`config.mk`:
```
export PLATFORM = sky130hd
export DESIGN_NAME = wtosc_div
export DESIGN_NICKNAME = d
export VERILOG_FILES = /design/src/hw/rtl/wtosc_pkg.sv /design/src/hw/rtl/wtosc_div.sv
export VERILOG_INCLUDE_DIRS = /design/src /design/src/hw/rtl
export SDC_FILE = /design/constraint.sdc
export NUM_CORES = 1
export LEC_CHECK = 0
export BUFFER_PORTS_ARGS = -buffer_cell sky130_fd_sc_hd__buf_4
export CAP_MARGIN = 20
export CORE_ASPECT_RATIO = 1.1
export CORE_UTILIZATION = 55
export DETAILED_ROUTE_END_ITERATION = 7
export GPL_ROUTABILITY_DRIVEN = 0
export PLACE_DENSITY_LB_ADDON = 0.05
export SETUP_SLACK_MARGIN = 0.2
export SLEW_MARGIN = 20
export SYNTH_ARGS = -nofsm -noshare
export SYNTH_HDL_FRONTEND = slang
export SYNTH_SLANG_ARGS = --single-unit
export TNS_END_PERCENT = 1
```
`constraint.sdc`:
```
create_clock -name clk_i -period 3.5 [get_ports clk_i]
set_input_delay 0.7 -clock clk_i [delete_from_list [all_inputs] [get_ports clk_i]]
set_output_delay 0.7 -clock clk_i [all_outputs]
set_load 0.01 [all_outputs]
```
`src/hw/rtl/wavetable_oscillator_unit_assert.svh`:
```
// ----------------------------------------------------------------------------
// Wavetable oscillator assertion macros
// Shared concurrent assertion forms, clocked on clk_i and disabled in reset.
// ----------------------------------------------------------------------------
`ifndef WAVETABLE_OSCILLATOR_UNIT_ASSERT_SVH
`define WAVETABLE_OSCILLATOR_UNIT_ASSERT_SVH

// Consequent must hold in the same cycle as the antecedent.
`define WTO_ASSERT_NOW(lbl, ante, cons, msg) \
  lbl: assert property (@(posedge clk_i) disable iff (!rst_ni) (ante) |-> (cons)) \
    else $error(msg);

// Consequent must hold in the cycle after the antecedent.
`define WTO_ASSERT_NEXT(lbl, ante, cons, msg) \
  lbl: assert property (@(posedge clk_i) disable iff (!rst_ni) (ante) |=> (cons)) \
    else $error(msg);

`endif

```
`src/hw/rtl/wtosc_pkg.sv`:
```
// ----------------------------------------------------------------------------
// Wavetable oscillator package
// Field widths, register codes, operation codes and controller states.
// ----------------------------------------------------------------------------
package wtosc_pkg;

  // Fixed field widths.
  localparam int PHASE_W      = 34;
  localparam int SR_W         = 18;
  localparam int LEN_W        = 11;
  localparam int SAMPLE_W     = 16;
  localparam int ENTRY_IDX_W  = 10;
  localparam int CFG_IDX_W    = 2;
  localparam int CFG_DATA_W   = 34;
  localparam int FRAC_W       = 16;

  // Default table depth.
  localparam int TABLE_DEPTH_DEF = 1024;

  // Register values after reset.
  localparam logic [SR_W-1:0]    SR_RESET   = 18'd44100;
  localparam logic [PHASE_W-1:0] FREQ_RESET = 34'd28835840;
  localparam logic [LEN_W-1:0]   LEN_RESET  = 11'd1024;

  // Configuration register indexes.
  typedef enum logic [CFG_IDX_W-1:0] {
    CFG_SAMPLE_RATE  = 2'd0,
    CFG_FREQUENCY    = 2'd1,
    CFG_TABLE_LENGTH = 2'd2
  } cfg_reg_e;

  // Operation codes of an input word.
  typedef enum logic [1:0] {
    OP_TICK  = 2'd0,
    OP_WRITE = 2'd1,
    OP_PHASE = 2'd2,
    OP_NONE  = 2'd3
  } op_e;

  // Controller states.
  typedef enum logic [2:0] {
    ST_CLEAR,
    ST_IDLE,
    ST_MUL,
    ST_DSTART,
    ST_DIV,
    ST_READ,
    ST_RDATA,
    ST_WCHK
  } state_e;

  // Result hand-off state, kept apart so the enum stays within three bits.
  typedef struct packed {
    logic pending;
    logic is_tick;
  } result_t;

endpackage

```
`src/hw/rtl/wtosc_div.sv`:
```
// ----------------------------------------------------------------------------
// Wavetable index divider
// Restoring divider producing one quotient bit per cycle. The caller
// guarantees the quotient fits in QUOT_W bits.
// ----------------------------------------------------------------------------
`include "wavetable_oscillator_unit_assert.svh"

module wtosc_div #(
  parameter int QUOT_W = 10,
  parameter int DVD_W  = 29
) (
  input  logic                       clk_i,
  input  logic                       rst_ni,
  input  logic                       start_i,
  input  logic [DVD_W-1:0]           dividend_i,
  input  logic [wtosc_pkg::SR_W-1:0] divisor_i,
  output logic                       done_o,
  output logic [QUOT_W-1:0]          quotient_o
);
  import wtosc_pkg::*;

  localparam int CNT_W = $clog2(QUOT_W + 1);

  logic              busy_q;
  logic              done_q;
  logic [CNT_W-1:0]  cnt_q;
  logic [SR_W-1:0]   rem_q;
  logic [QUOT_W-1:0] qsh_q;
  logic [SR_W:0]     trial;
  logic              ge;

  // One trial subtraction per step.
  always_comb begin
    trial = {rem_q, qsh_q[QUOT_W-1]};
    ge    = (trial >= {1'b0, divisor_i});
  end

  // Control: step counter and completion pulse.
  always_ff @(posedge clk_i or negedge rst_ni) begin
    if (!rst_ni) begin
      busy_q <= 1'b0;
      done_q <= 1'b0;
      cnt_q  <= '0;
    end else begin
      done_q <= 1'b0;
      if (start_i) begin
        busy_q <= 1'b1;
        cnt_q  <= '0;
      end else if (busy_q) begin
        cnt_q <= cnt_q + 1'b1;
        if (cnt_q == CNT_W'(QUOT_W - 1)) begin
          busy_q <= 1'b0;
          done_q <= 1'b1;
        end
      end
    end
  end

  // Datapath: the upper dividend bits seed the remainder, the lower bits
  // shift through and are replaced by quotient bits.
  always_ff @(posedge clk_i) begin
    if (start_i) begin
      rem_q <= SR_W'(dividend_i >> QUOT_W);
      qsh_q <= dividend_i[QUOT_W-1:0];
    end else if (busy_q) begin
      rem_q <= ge ? SR_W'(trial - {1'b0, divisor_i}) : trial[SR_W-1:0];
      qsh_q <= QUOT_W'({qsh_q, ge});
    end
  end

  assign done_o     = done_q;
  assign quotient_o = qsh_q;

  `WTO_ASSERT_NOW(a_start_when_free, start_i, !busy_q, "divider started while busy")

endmodule

```
==> flow_summary.yaml, run 1 <==
run_status:
  status: "finished, final reports clean"
layout:
  antennaDiodeCount: 0
  layout_commonest_cell: "buf_4"
  fillerInstances: 389
  fin_nets: 406
  seqCellArea_sq_um: 991
  drive_gt1_share_pct: 26.5
  layout_common_cells: "buf_4 (62), edfxtp_1 (28), a21oi_1 (27)"
  multi_input_area_sq_um: 1460
  area_growth_syn_to_layout_pct: 20.4
logic_synthesis:
  syn_inst: 279
  yosysSeqAreaShare_pct: 37.7
  yosys_warnings: 0
  synth_fa_ha_area_share_pct: 10.3
  postSynthAreaPerCell_sq_um: 9.43
  async_reset_ff_share_pct: 17.6
  ys_ff_latch: 34
  synth-xor-area-share_pct: 5.33
  syn_area_sq_um: 2630
  synth-edff-count: 28
  yosysUniqueCellTypes: 51
  syn-num-nets: 350
  synth_compound_area_share_pct: 16.6
  synth_top_family_by_area: "compound AO/OA/AOI/OAI gates"
  synth.area.mux_share_pct: 9.23
  yosys.area_share.simple_pct: 14.2
  ys.flop_type: "edfxtp_1"
timing:
  finClkSkew_ns: 0.0131
  setup-tns-final_ns: 0
  hold_viol: 0
  whs_ns: 0.217
  setup_viol: 0
  layout_min_cycle_time_ns: 2.95
  worstMarginPinSlew_ns: 0.693
  fmax_mhz: 339
  period_share_pct: 84.2
  grt_setup_unrepaired: "no"
  relSlewSlack_pct: 53.8
  drv_slew: 0
global_route:
  grt_overflow_total: 0
  grt_use_met2_pct: 39.1
  antenna_found_initial: 0
  grt_use_met1_pct: 29.3
  grt_usage_pct: 22.9
  use_met3_pct: 4.91
  grt_max_degree: 32
  grt-busiest-layer: "met2"
  grt_pass1_wl_um: 8750
  grt_pass1_vias: 2034
cts:
  cts_tree: "done"
  cts_sinks: 34
  htreeDepth: 2
  clk_pin_slew_ns: 0.06
  ctsHoldBuffers: 0
  postCtsSetupBuffers: 0
  clock_path_buffers: 2
  tritoncts.num_buffers: 5
  clk-insertion-delay-late_ns: 0.29
  cts_root_buf: "clkbuf_8"
  cts_resized: 0
worst_setup_path:
  critical_path_required_ns: 3.51
  crit_buf_inv: 2
  rr_startpoint: "quotient_o[9]"
  cp_data_arrival_time_ns: 2.95
  cpPeakStageDelay_ns: 0.43
  startpoint: "divisor_i[0]"
  start_kind: "primary input"
  path_max_fanout: 5
  cpLargestDelayFamily: "compound AO/OA/AOI/OAI gates"
  critPathSlowestCell: "fa_1"
  path_class: "primary input to flop"
  crit_chain: "buf_4 > ha_1 > inv_1 > fa_1 > a211oi_2 > o21ai_2 > o2111a_1 > or3_4 > o31a_1 > nand4_1 > o311ai_1"
  cp-end-kind: "flop"
floorplanning:
  pin_count: 61
  dieArea_sq_um: 5060
  die_h_um: 74.5
  core_sq_um: 4620
  start_util_pct: 56.9
  rows: 26
  die_x_um: 67.9
pwr:
  clkPwrFrac_pct: 11.1
  p_comb_share_pct: 61.5
  power.net_switching_mw: 1.06
  p_per_area_nw_per_um2: 803
  max-vdd-ir-drop_mv: 0.380
  leakagePower_nw: 1.46
  swShare_pct: 41.7
  seqPwrFrac_pct: 27.4
  p_int_mw: 1.48
flow_run:
  cap_violations: 0
route:
  drtPass1Iterations: 4
  wl_per_cell_um: 13.9
  vias: 2174
  drc: 0
  drt-total-wl_um: 5440
  dr.first_iter.drc_count: 93
  vias_per_cell: 5.55
  ant_nets: 0
placed_design:
  io_buffers: 59
  dp_hpwl_um: 4020
hold_path:
  hp-class: "primary input to asynchronous set/reset pin"
## final cells by class
cell class / instances / area share (%)
flip-flops and latches: 34 / 31.3
inverters: 25 / 2.96
clock inverters: 2 / 0.277
multi-input cells: 207 / 46.2
repair buffers: 62 / 14.7
clock buffers: 6 / 2.29
well taps: 56 / 2.21
## power by group through the flow
stage | Clock (mW) | Sequential [mW] | Combinational, mW
after CTS | 0.288 | 0.698 | 1.56
after detailed placement | 0 | 0.707 | 1.55
after global routing | 0.303 | 0.715 | 1.74
after floorplan | 0 | 0.692 | 1.29
after global placement | 0 | 0.699 | 1.53
final | 0.282 | 0.696 | 1.56
## layer usage
metal	part of all wire [%]	wire length [um]	vias up
met1	46	2510	1012
li1	-	-	1112
met2	49	2650	46
met5	0	0	-
met3	4.4	237	4
met4	0.81	44	0
## kinds of logic after synthesis
| kind of cell | count (synthesis) |
|---|---|
| AO/OA/AOI/OAI | 68 |
| XOR/XNOR | 16 |
| adder cells (fa/ha/maj) | 21 |
| buffers and inverters | 38 |
| flip-flops | 34 |
| multiplexers | 23 |
| AND/OR/NAND/NOR | 79 |
## cell usage after synthesis (4+ instances only)
library cell,instances,area [sq um]
edfxtp_1,28,841
a21oi_1,27,135
nand2_1,26,97.6
inv_1,24,90.1
ha_1,20,250
nor2_1,20,75.1
mux2i_1,13,130
mux2_2,10,113
o21ai_0,10,50.1
xnor2_1,9,78.8
nand3_1,8,40.0
xor2_1,7,61.3
dfrtp_1,6,150
a21o_1,4,30.0
buf_2,4,20.0
clkbuf_1,4,15.0
nand4_1,4,25.0
nor3_1,4,20.0
o21ai_1,4,20.0
## flip-flops by register name, summed over array words and instances, names as in the netlist
signal      cells
rem_q          18
cnt_q           4
busy_q          1
quotient_o     10
done_o          1
## final timing paths
kind	to	slack (ns)	cells past startpoint
setup / recovery	rem_q[16]	0.55	11
hold / removal	cnt_q[2]	0.22	1
setup reg to reg	rem_q[16]	0.57	11
hold reg to reg	cnt_q[2]	0.56	2
max in group asynchronous	busy_q	3.17	1
min in group clk_i	cnt_q[2]	0.56	2
## stage by stage
| step | instances | util [%] | total power [mW] | instance area [sq um] | setup WS (ns) |
|---|---|---|---|---|---|
| floorplan | 279 | - | 1.99 | 2630 | 0.545 |
| global placement | 384 | 66.8 | 2.23 | 3080 | 0.300 |
| detailed placement | 384 | 66.8 | 2.26 | 3080 | 0.294 |
| CTS | 392 | 68.5 | 2.55 | 3170 | 0.560 |
| global route | 392 | 68.5 | 2.75 | 3170 | 0.366 |
| finish | 392 | 68.5 | 2.54 | 3170 | 0.553 |
## worst register-to-register path, stage by stage (launching register included)
cell	delay, ns
edfxtp_1	0.40
inv_1	0.08
ha_1	0.14
inv_1	0.05
fa_1	0.43
a211oi_2	0.27
o21ai_2	0.13
o2111a_1	0.27
or3_4	0.40
o31a_1	0.24
nand4_1	0.11
o311ai_1	0.12
No activity file was read; power rests on OpenSTA's default activity.
==> run 2: changes to the inputs <==
--- a/config.mk
+++ b/config.mk
@@ -9,7 +9,7 @@
 export BUFFER_PORTS_ARGS = -buffer_cell sky130_fd_sc_hd__buf_4
 export CAP_MARGIN = 20
 export CORE_ASPECT_RATIO = 1.1
-export CORE_UTILIZATION = 55
+export CORE_UTILIZATION = 49
 export DETAILED_ROUTE_END_ITERATION = 7
 export GPL_ROUTABILITY_DRIVEN = 0
 export PLACE_DENSITY_LB_ADDON = 0.05
==> constraint.sdc (replaced) <==
create_clock -name clk_i -period 2.7 [get_ports clk_i]
set_input_delay 0.54 -clock clk_i [delete_from_list [all_inputs] [get_ports clk_i]]
set_output_delay 0.54 -clock clk_i [all_outputs]
set_load 0.01 [all_outputs]
==> flow_summary.yaml, run 2 (synthesized netlist as in run 1, its figures left out) <==
route:
  vias: 2261
  drtPass1Iterations: 4
  ant_nets: 0
  drt-total-wl_um: 5820
  drc: 0
  wl_per_cell_um: 13.6
  vias_per_cell: 5.27
  dr.first_iter.drc_count: 88
placed_design:
  place_inst: 421
  dp_hpwl_um: 4410
  io_buffers: 59
worst_setup_path:
  crit_chain: "inv_1 > ha_1 > inv_1 > fa_2 > a211oi_2 > o21ai_2 > o2111a_1 > or3_4 > o31a_1 > nand4_1 > o311ai_1"
  critPathSlowestCell: "or3_4"
  cp_common_cell: "inv_1"
  path_class: "flop to flop"
  cp.depth: 11
  regToRegSetupSlack_ns: 0.02
  cp-end-kind: "flop"
  critical_path_required_ns: 2.73
  path_max_fanout: 2
  cp_data_arrival_time_ns: 2.71
  crit_buf_inv: 2
  cpLargestDelayFamily: "compound AO/OA/AOI/OAI gates"
  rr_startpoint: "quotient_o[9]"
  timing.rr.end: "rem_q[16]"
  cpPeakStageDelay_ns: 0.40
  r2r_cells: 11
  start_kind: "flop"
timing:
  hold_viol: 0
  setup_viol: 0
  drv_slew: 0
  period_share_pct: 99.4
  fmax_mhz: 373
  worstMarginPinSlew_ns: 0.700
  finClkSkew_ns: 0.00658
  relSlewSlack_pct: 53.3
  grt_setup_unrepaired: "yes"
  layout_min_cycle_time_ns: 2.68
floorplanning:
  core_sq_um: 5100
  die_x_um: 71.9
  pin_count: 61
  rows: 27
  dieArea_sq_um: 5670
  start_util_pct: 51.6
  die_h_um: 78.8
run_status:
  status: "finished, final reports clean"
global_route:
  grt_usage_pct: 21.8
  grt_pass1_vias: 2231
  grt_pass1_wl_um: 9610
  grt_max_degree: 32
  grt_overflow_total: 0
  antenna_found_initial: 0
layout:
  largest_reg_flops: 18
  layout_commonest_cell: "buf_4"
  area_growth_syn_to_layout_pct: 29.6
  fin_nets: 427
  antennaDiodeCount: 0
  final_util_pct: 66.8
  drive_gt1_share_pct: 35.0
  instances_no_fill: 429
  layout_common_cells: "buf_4 (82), edfxtp_1 (28), nand2_1 (26)"
  fillerInstances: 450
  largest-register: "rem_q"
pwr:
  leakagePower_nw: 1.56
  max-vdd-ir-drop_mv: 0.499
  p_total_mw: 3.71
  p_per_area_nw_per_um2: 1090
cts:
  tritoncts.num_buffers: 5
  htreeDepth: 2
  cts_root_buf: "clkbuf_8"
  clk_pin_slew_ns: 0.08
  ctsHoldBuffers: 0
  cts_sinks: 34
  clock_path_buffers: 2
  cts_tree: "done"
  clk-insertion-delay-late_ns: 0.28
hold_path:
  hp-class: "primary input to asynchronous set/reset pin"
flow_run:
  cap_violations: 0
==> run 2: cell count changes in the layout (fill, tap and decap cells not counted), moves of 2 or more <==
cell,before,now
ha_2,0,2
o21ai_0,10,7
ha_1,20,18
nor3_2,0,2
a21oi_1,27,21
nor3_1,4,2
buf_4,62,82
o21ai_1,4,6
a21oi_2,1,7
==> run 2: worst max-delay path by stage <==
stage,startpoint,end,slack (ns)
5_1_grt,quotient_o[9],rem_q[16],-0.12
6_report,quotient_o[9],rem_q[16],0.02
4_1_cts,quotient_o[9],rem_q[16],0.002
3_5_place_dp,divisor_i[0],rem_q[16],-0.17
3_3_place_gp,divisor_i[0],rem_q[16],-0.12
2_1_floorplan,divisor_i[0],rem_q[16],0.02
==> run 2: through the flow <==
| step | hold WS [ns] | instance area, sq um | setup slack (ns) | setup TNS [ns] |
|---|---|---|---|---|
| 6_report | 0.0527 | 3410 | 0.0169 | 0 |
| 5_1_grt | 0.0389 | 3410 | -0.117 | -0.207 |
| 4_1_cts | 0.0420 | 3360 | 0.00239 | 0 |
| 3_5_place_dp | 0.352 | 3280 | -0.165 | -0.317 |
| 3_3_place_gp | 0.352 | 3280 | -0.120 | -0.170 |
| 2_1_floorplan | 0.244 | 2630 | 0.0205 | 0 |
==> run 2: power breakdown <==
group / total, mW / internal, mW / switching (mW)
Combinational: 2.42 / 1.23 / 1.20
Clock: 0.374 / 0.177 / 0.197
Sequential: 0.907 / 0.802 / 0.105
==> run 2: cell type report <==
class                      count  area (sq um)  share of cell area [%]
multi-input combinational    207          1510                    44.4
sequential                    34           991                    29.1
tap                           72          90.1                    2.64
timing repair buffer          83           636                    18.6
inverter                      25          93.8                    2.75
clock inverter                 3          16.3                   0.477
clock buffer                   5          68.8                    2.02
==> run 2: worst reg2reg max path: stages, from the launching register on <==
cell,delay [ns]
edfxtp_1,0.39
inv_1,0.07
ha_1,0.14
inv_1,0.05
fa_2,0.36
a211oi_2,0.23
o21ai_2,0.09
o2111a_1,0.26
or3_4,0.40
o31a_1,0.24
nand4_1,0.10
o311ai_1,0.11
==> run 2: what timing repair did <==
action,4_1_cts,5_1_grt
endpoints found under the setup margin,4,19
gates cloned,0,0
resized for setup,0,16
pin swaps,0,1
buffers inserted,0,0
==> run 2: routing by layer <==
metal  routed length, um  GRT usage (%)  vias to the layer above
li1                    -              -                     1157
met1                2690           27.5                     1057
met2                2850           37.5                       42
met3                 229           4.44                        5
met4                  47           6.27                        0
met5                   0              0                        -
==> run 3: changes to the inputs <==
--- a/config.mk
+++ b/config.mk
@@ -13,6 +13,7 @@
 export DETAILED_ROUTE_END_ITERATION = 7
 export GPL_ROUTABILITY_DRIVEN = 0
 export PLACE_DENSITY_LB_ADDON = 0.05
+export RECOVER_POWER = 100
 export SETUP_SLACK_MARGIN = 0.2
 export SLEW_MARGIN = 20
 export SYNTH_ARGS = -nofsm -noshare
==> flow_summary.yaml, run 3 (synthesized netlist as in run 1, its figures left out) <==
floorplanning:
  start_util_pct: 51.6
  dieArea_sq_um: 5670
  die_h_um: 78.8
  core_sq_um: 5100
  rows: 27
  die_x_um: 71.9
  pin_count: 61
cts:
  tritoncts.num_buffers: 5
  cts_tree: "done"
  clock_path_buffers: 2
  postCtsSetupBuffers: 0
  ctsHoldBuffers: 0
  clk_pin_slew_ns: 0.08
  cts_root_buf: "clkbuf_8"
  clk-insertion-delay-late_ns: 0.28
  cts_sinks: 34
  htreeDepth: 2
global_route:
  grt_overflow_total: 0
  antenna_found_initial: 0
  grt_max_degree: 32
  use_met3_pct: 4.44
  grt_usage_pct: 21.8
  grt_pass1_wl_um: 9610
  grt_use_met2_pct: 37.5
  grt_use_met1_pct: 27.5
  grt_pass1_vias: 2231
  grt-busiest-layer: "met2"
placed_design:
  place_inst: 421
  dp_slack_ns: -0.165
  dp_hpwl_um: 4410
  dpl-instance-area_sq_um: 3280
  io_buffers: 59
route:
  dr.first_iter.drc_count: 104
  ant_nets: 0
  wl_per_cell_um: 13.6
  drt-total-wl_um: 5830
  drtPass1Iterations: 4
  drc: 0
  vias: 2259
  vias_per_cell: 5.27
hold_path:
  hp-class: "primary input to asynchronous set/reset pin"
worst_setup_path:
  path_max_fanout: 2
  startpoint: "quotient_o[9]"
  cp-end-kind: "flop"
  critical_path_required_ns: 2.73
  start_kind: "flop"
  cp_data_arrival_time_ns: 2.71
  rr_startpoint: "quotient_o[9]"
  path_class: "flop to flop"
layout:
  design_area_sq_um: 3350
  largest_reg_flops: 18
  largest-register: "rem_q"
  multi_input_area_sq_um: 1510
  fin_nets: 427
  layout_commonest_cell: "buf_4"
  instances_no_fill: 429
  layout_common_cells: "buf_4 (70), edfxtp_1 (28), nand2_1 (26)"
  fillerInstances: 467
  seqCellArea_sq_um: 991
  area_growth_syn_to_layout_pct: 27.5
  antennaDiodeCount: 0
  drive_gt1_share_pct: 31.4
pwr:
  seqPwrFrac_pct: 25.0
  leakagePower_nw: 1.52
  max-vdd-ir-drop_mv: 0.494
  p_total_mw: 3.62
  swShare_pct: 41.1
  p_int_mw: 2.13
  p_comb_share_pct: 64.6
  clkPwrFrac_pct: 10.4
  power.net_switching_mw: 1.49
  p_per_area_nw_per_um2: 1080
timing:
  setup_ws_ns: 0.0183
  period_share_pct: 99.3
  finClkSkew_ns: 0.00712
  whs_ns: 0.129
  relSlewSlack_pct: 53.4
  drv_slew: 0
  layout_min_cycle_time_ns: 2.68
  grt_setup_unrepaired: "yes"
  worstMarginPinSlew_ns: 0.699
  fmax_mhz: 373
  hold_viol: 0
  setup_viol: 0
flow_run:
  cap_violations: 0
run_status:
  status: "finished, final reports clean"
run 3: path summary, 6_finish.rpt:
path	depth (start not counted)	slack (ns)	end
max	11	0.02	rem_q[16]
min	1	0.13	cnt_q[2]
max reg2reg	11	0.02	rem_q[16]
min reg2reg	2	0.55	cnt_q[3]
max in group asynchronous	1	2.32	busy_q
min in group clk_i	3	0.54	rem_q[16]
run 3: what timing repair did:
action,in CTS,in global routing
pin swaps,0,1
setup endpoints to repair,4,19
cloned,0,0
resized for setup,0,16
endpoints found under the hold margin,0,0
run 3: power groups by stage:
stage          Sequential (mW)  Clock [mW]  Combinational, mW
6_report                 0.906       0.378               2.34
5_1_grt                  0.930       0.406               2.58
4_1_cts                  0.908       0.388               2.34
3_5_place_dp             0.918           0               2.32
3_3_place_gp             0.912           0               2.30
2_1_floorplan            0.898           0               1.68
run 3: worst max-delay path: stages (launching register included):
cell,delay [ns]
edfxtp_1,0.39
inv_1,0.07
ha_1,0.14
inv_1,0.05
fa_2,0.36
a211oi_2,0.23
o21ai_2,0.08
o2111a_1,0.26
or3_4,0.40
o31a_1,0.24
nand4_1,0.10
o311ai_1,0.10
run 3: metrics by stage:
step	util, %	TNS, ns
2_1_floorplan	-	0
3_3_place_gp	64.2	-0.170
3_5_place_dp	64.2	-0.317
4_1_cts	65.9	0
5_1_grt	65.8	-0.829
6_report	65.8	0
run 3: layout make-up:
type / instances / area share, %
flip-flops and latches: 34 / 29.5
repair buffers: 83 / 17.5
well taps: 72 / 2.69
inverters: 25 / 2.80
clock buffers: 5 / 2.05
multi-input cells: 207 / 45.0
clock inverters: 3 / 0.485
run 3: routing by layer:
layer,part of all wire (%),vias to the layer above
met5,0,-
met4,0.75,0
met3,4.6,5
met2,49,47
met1,46,1051
li1,-,1156
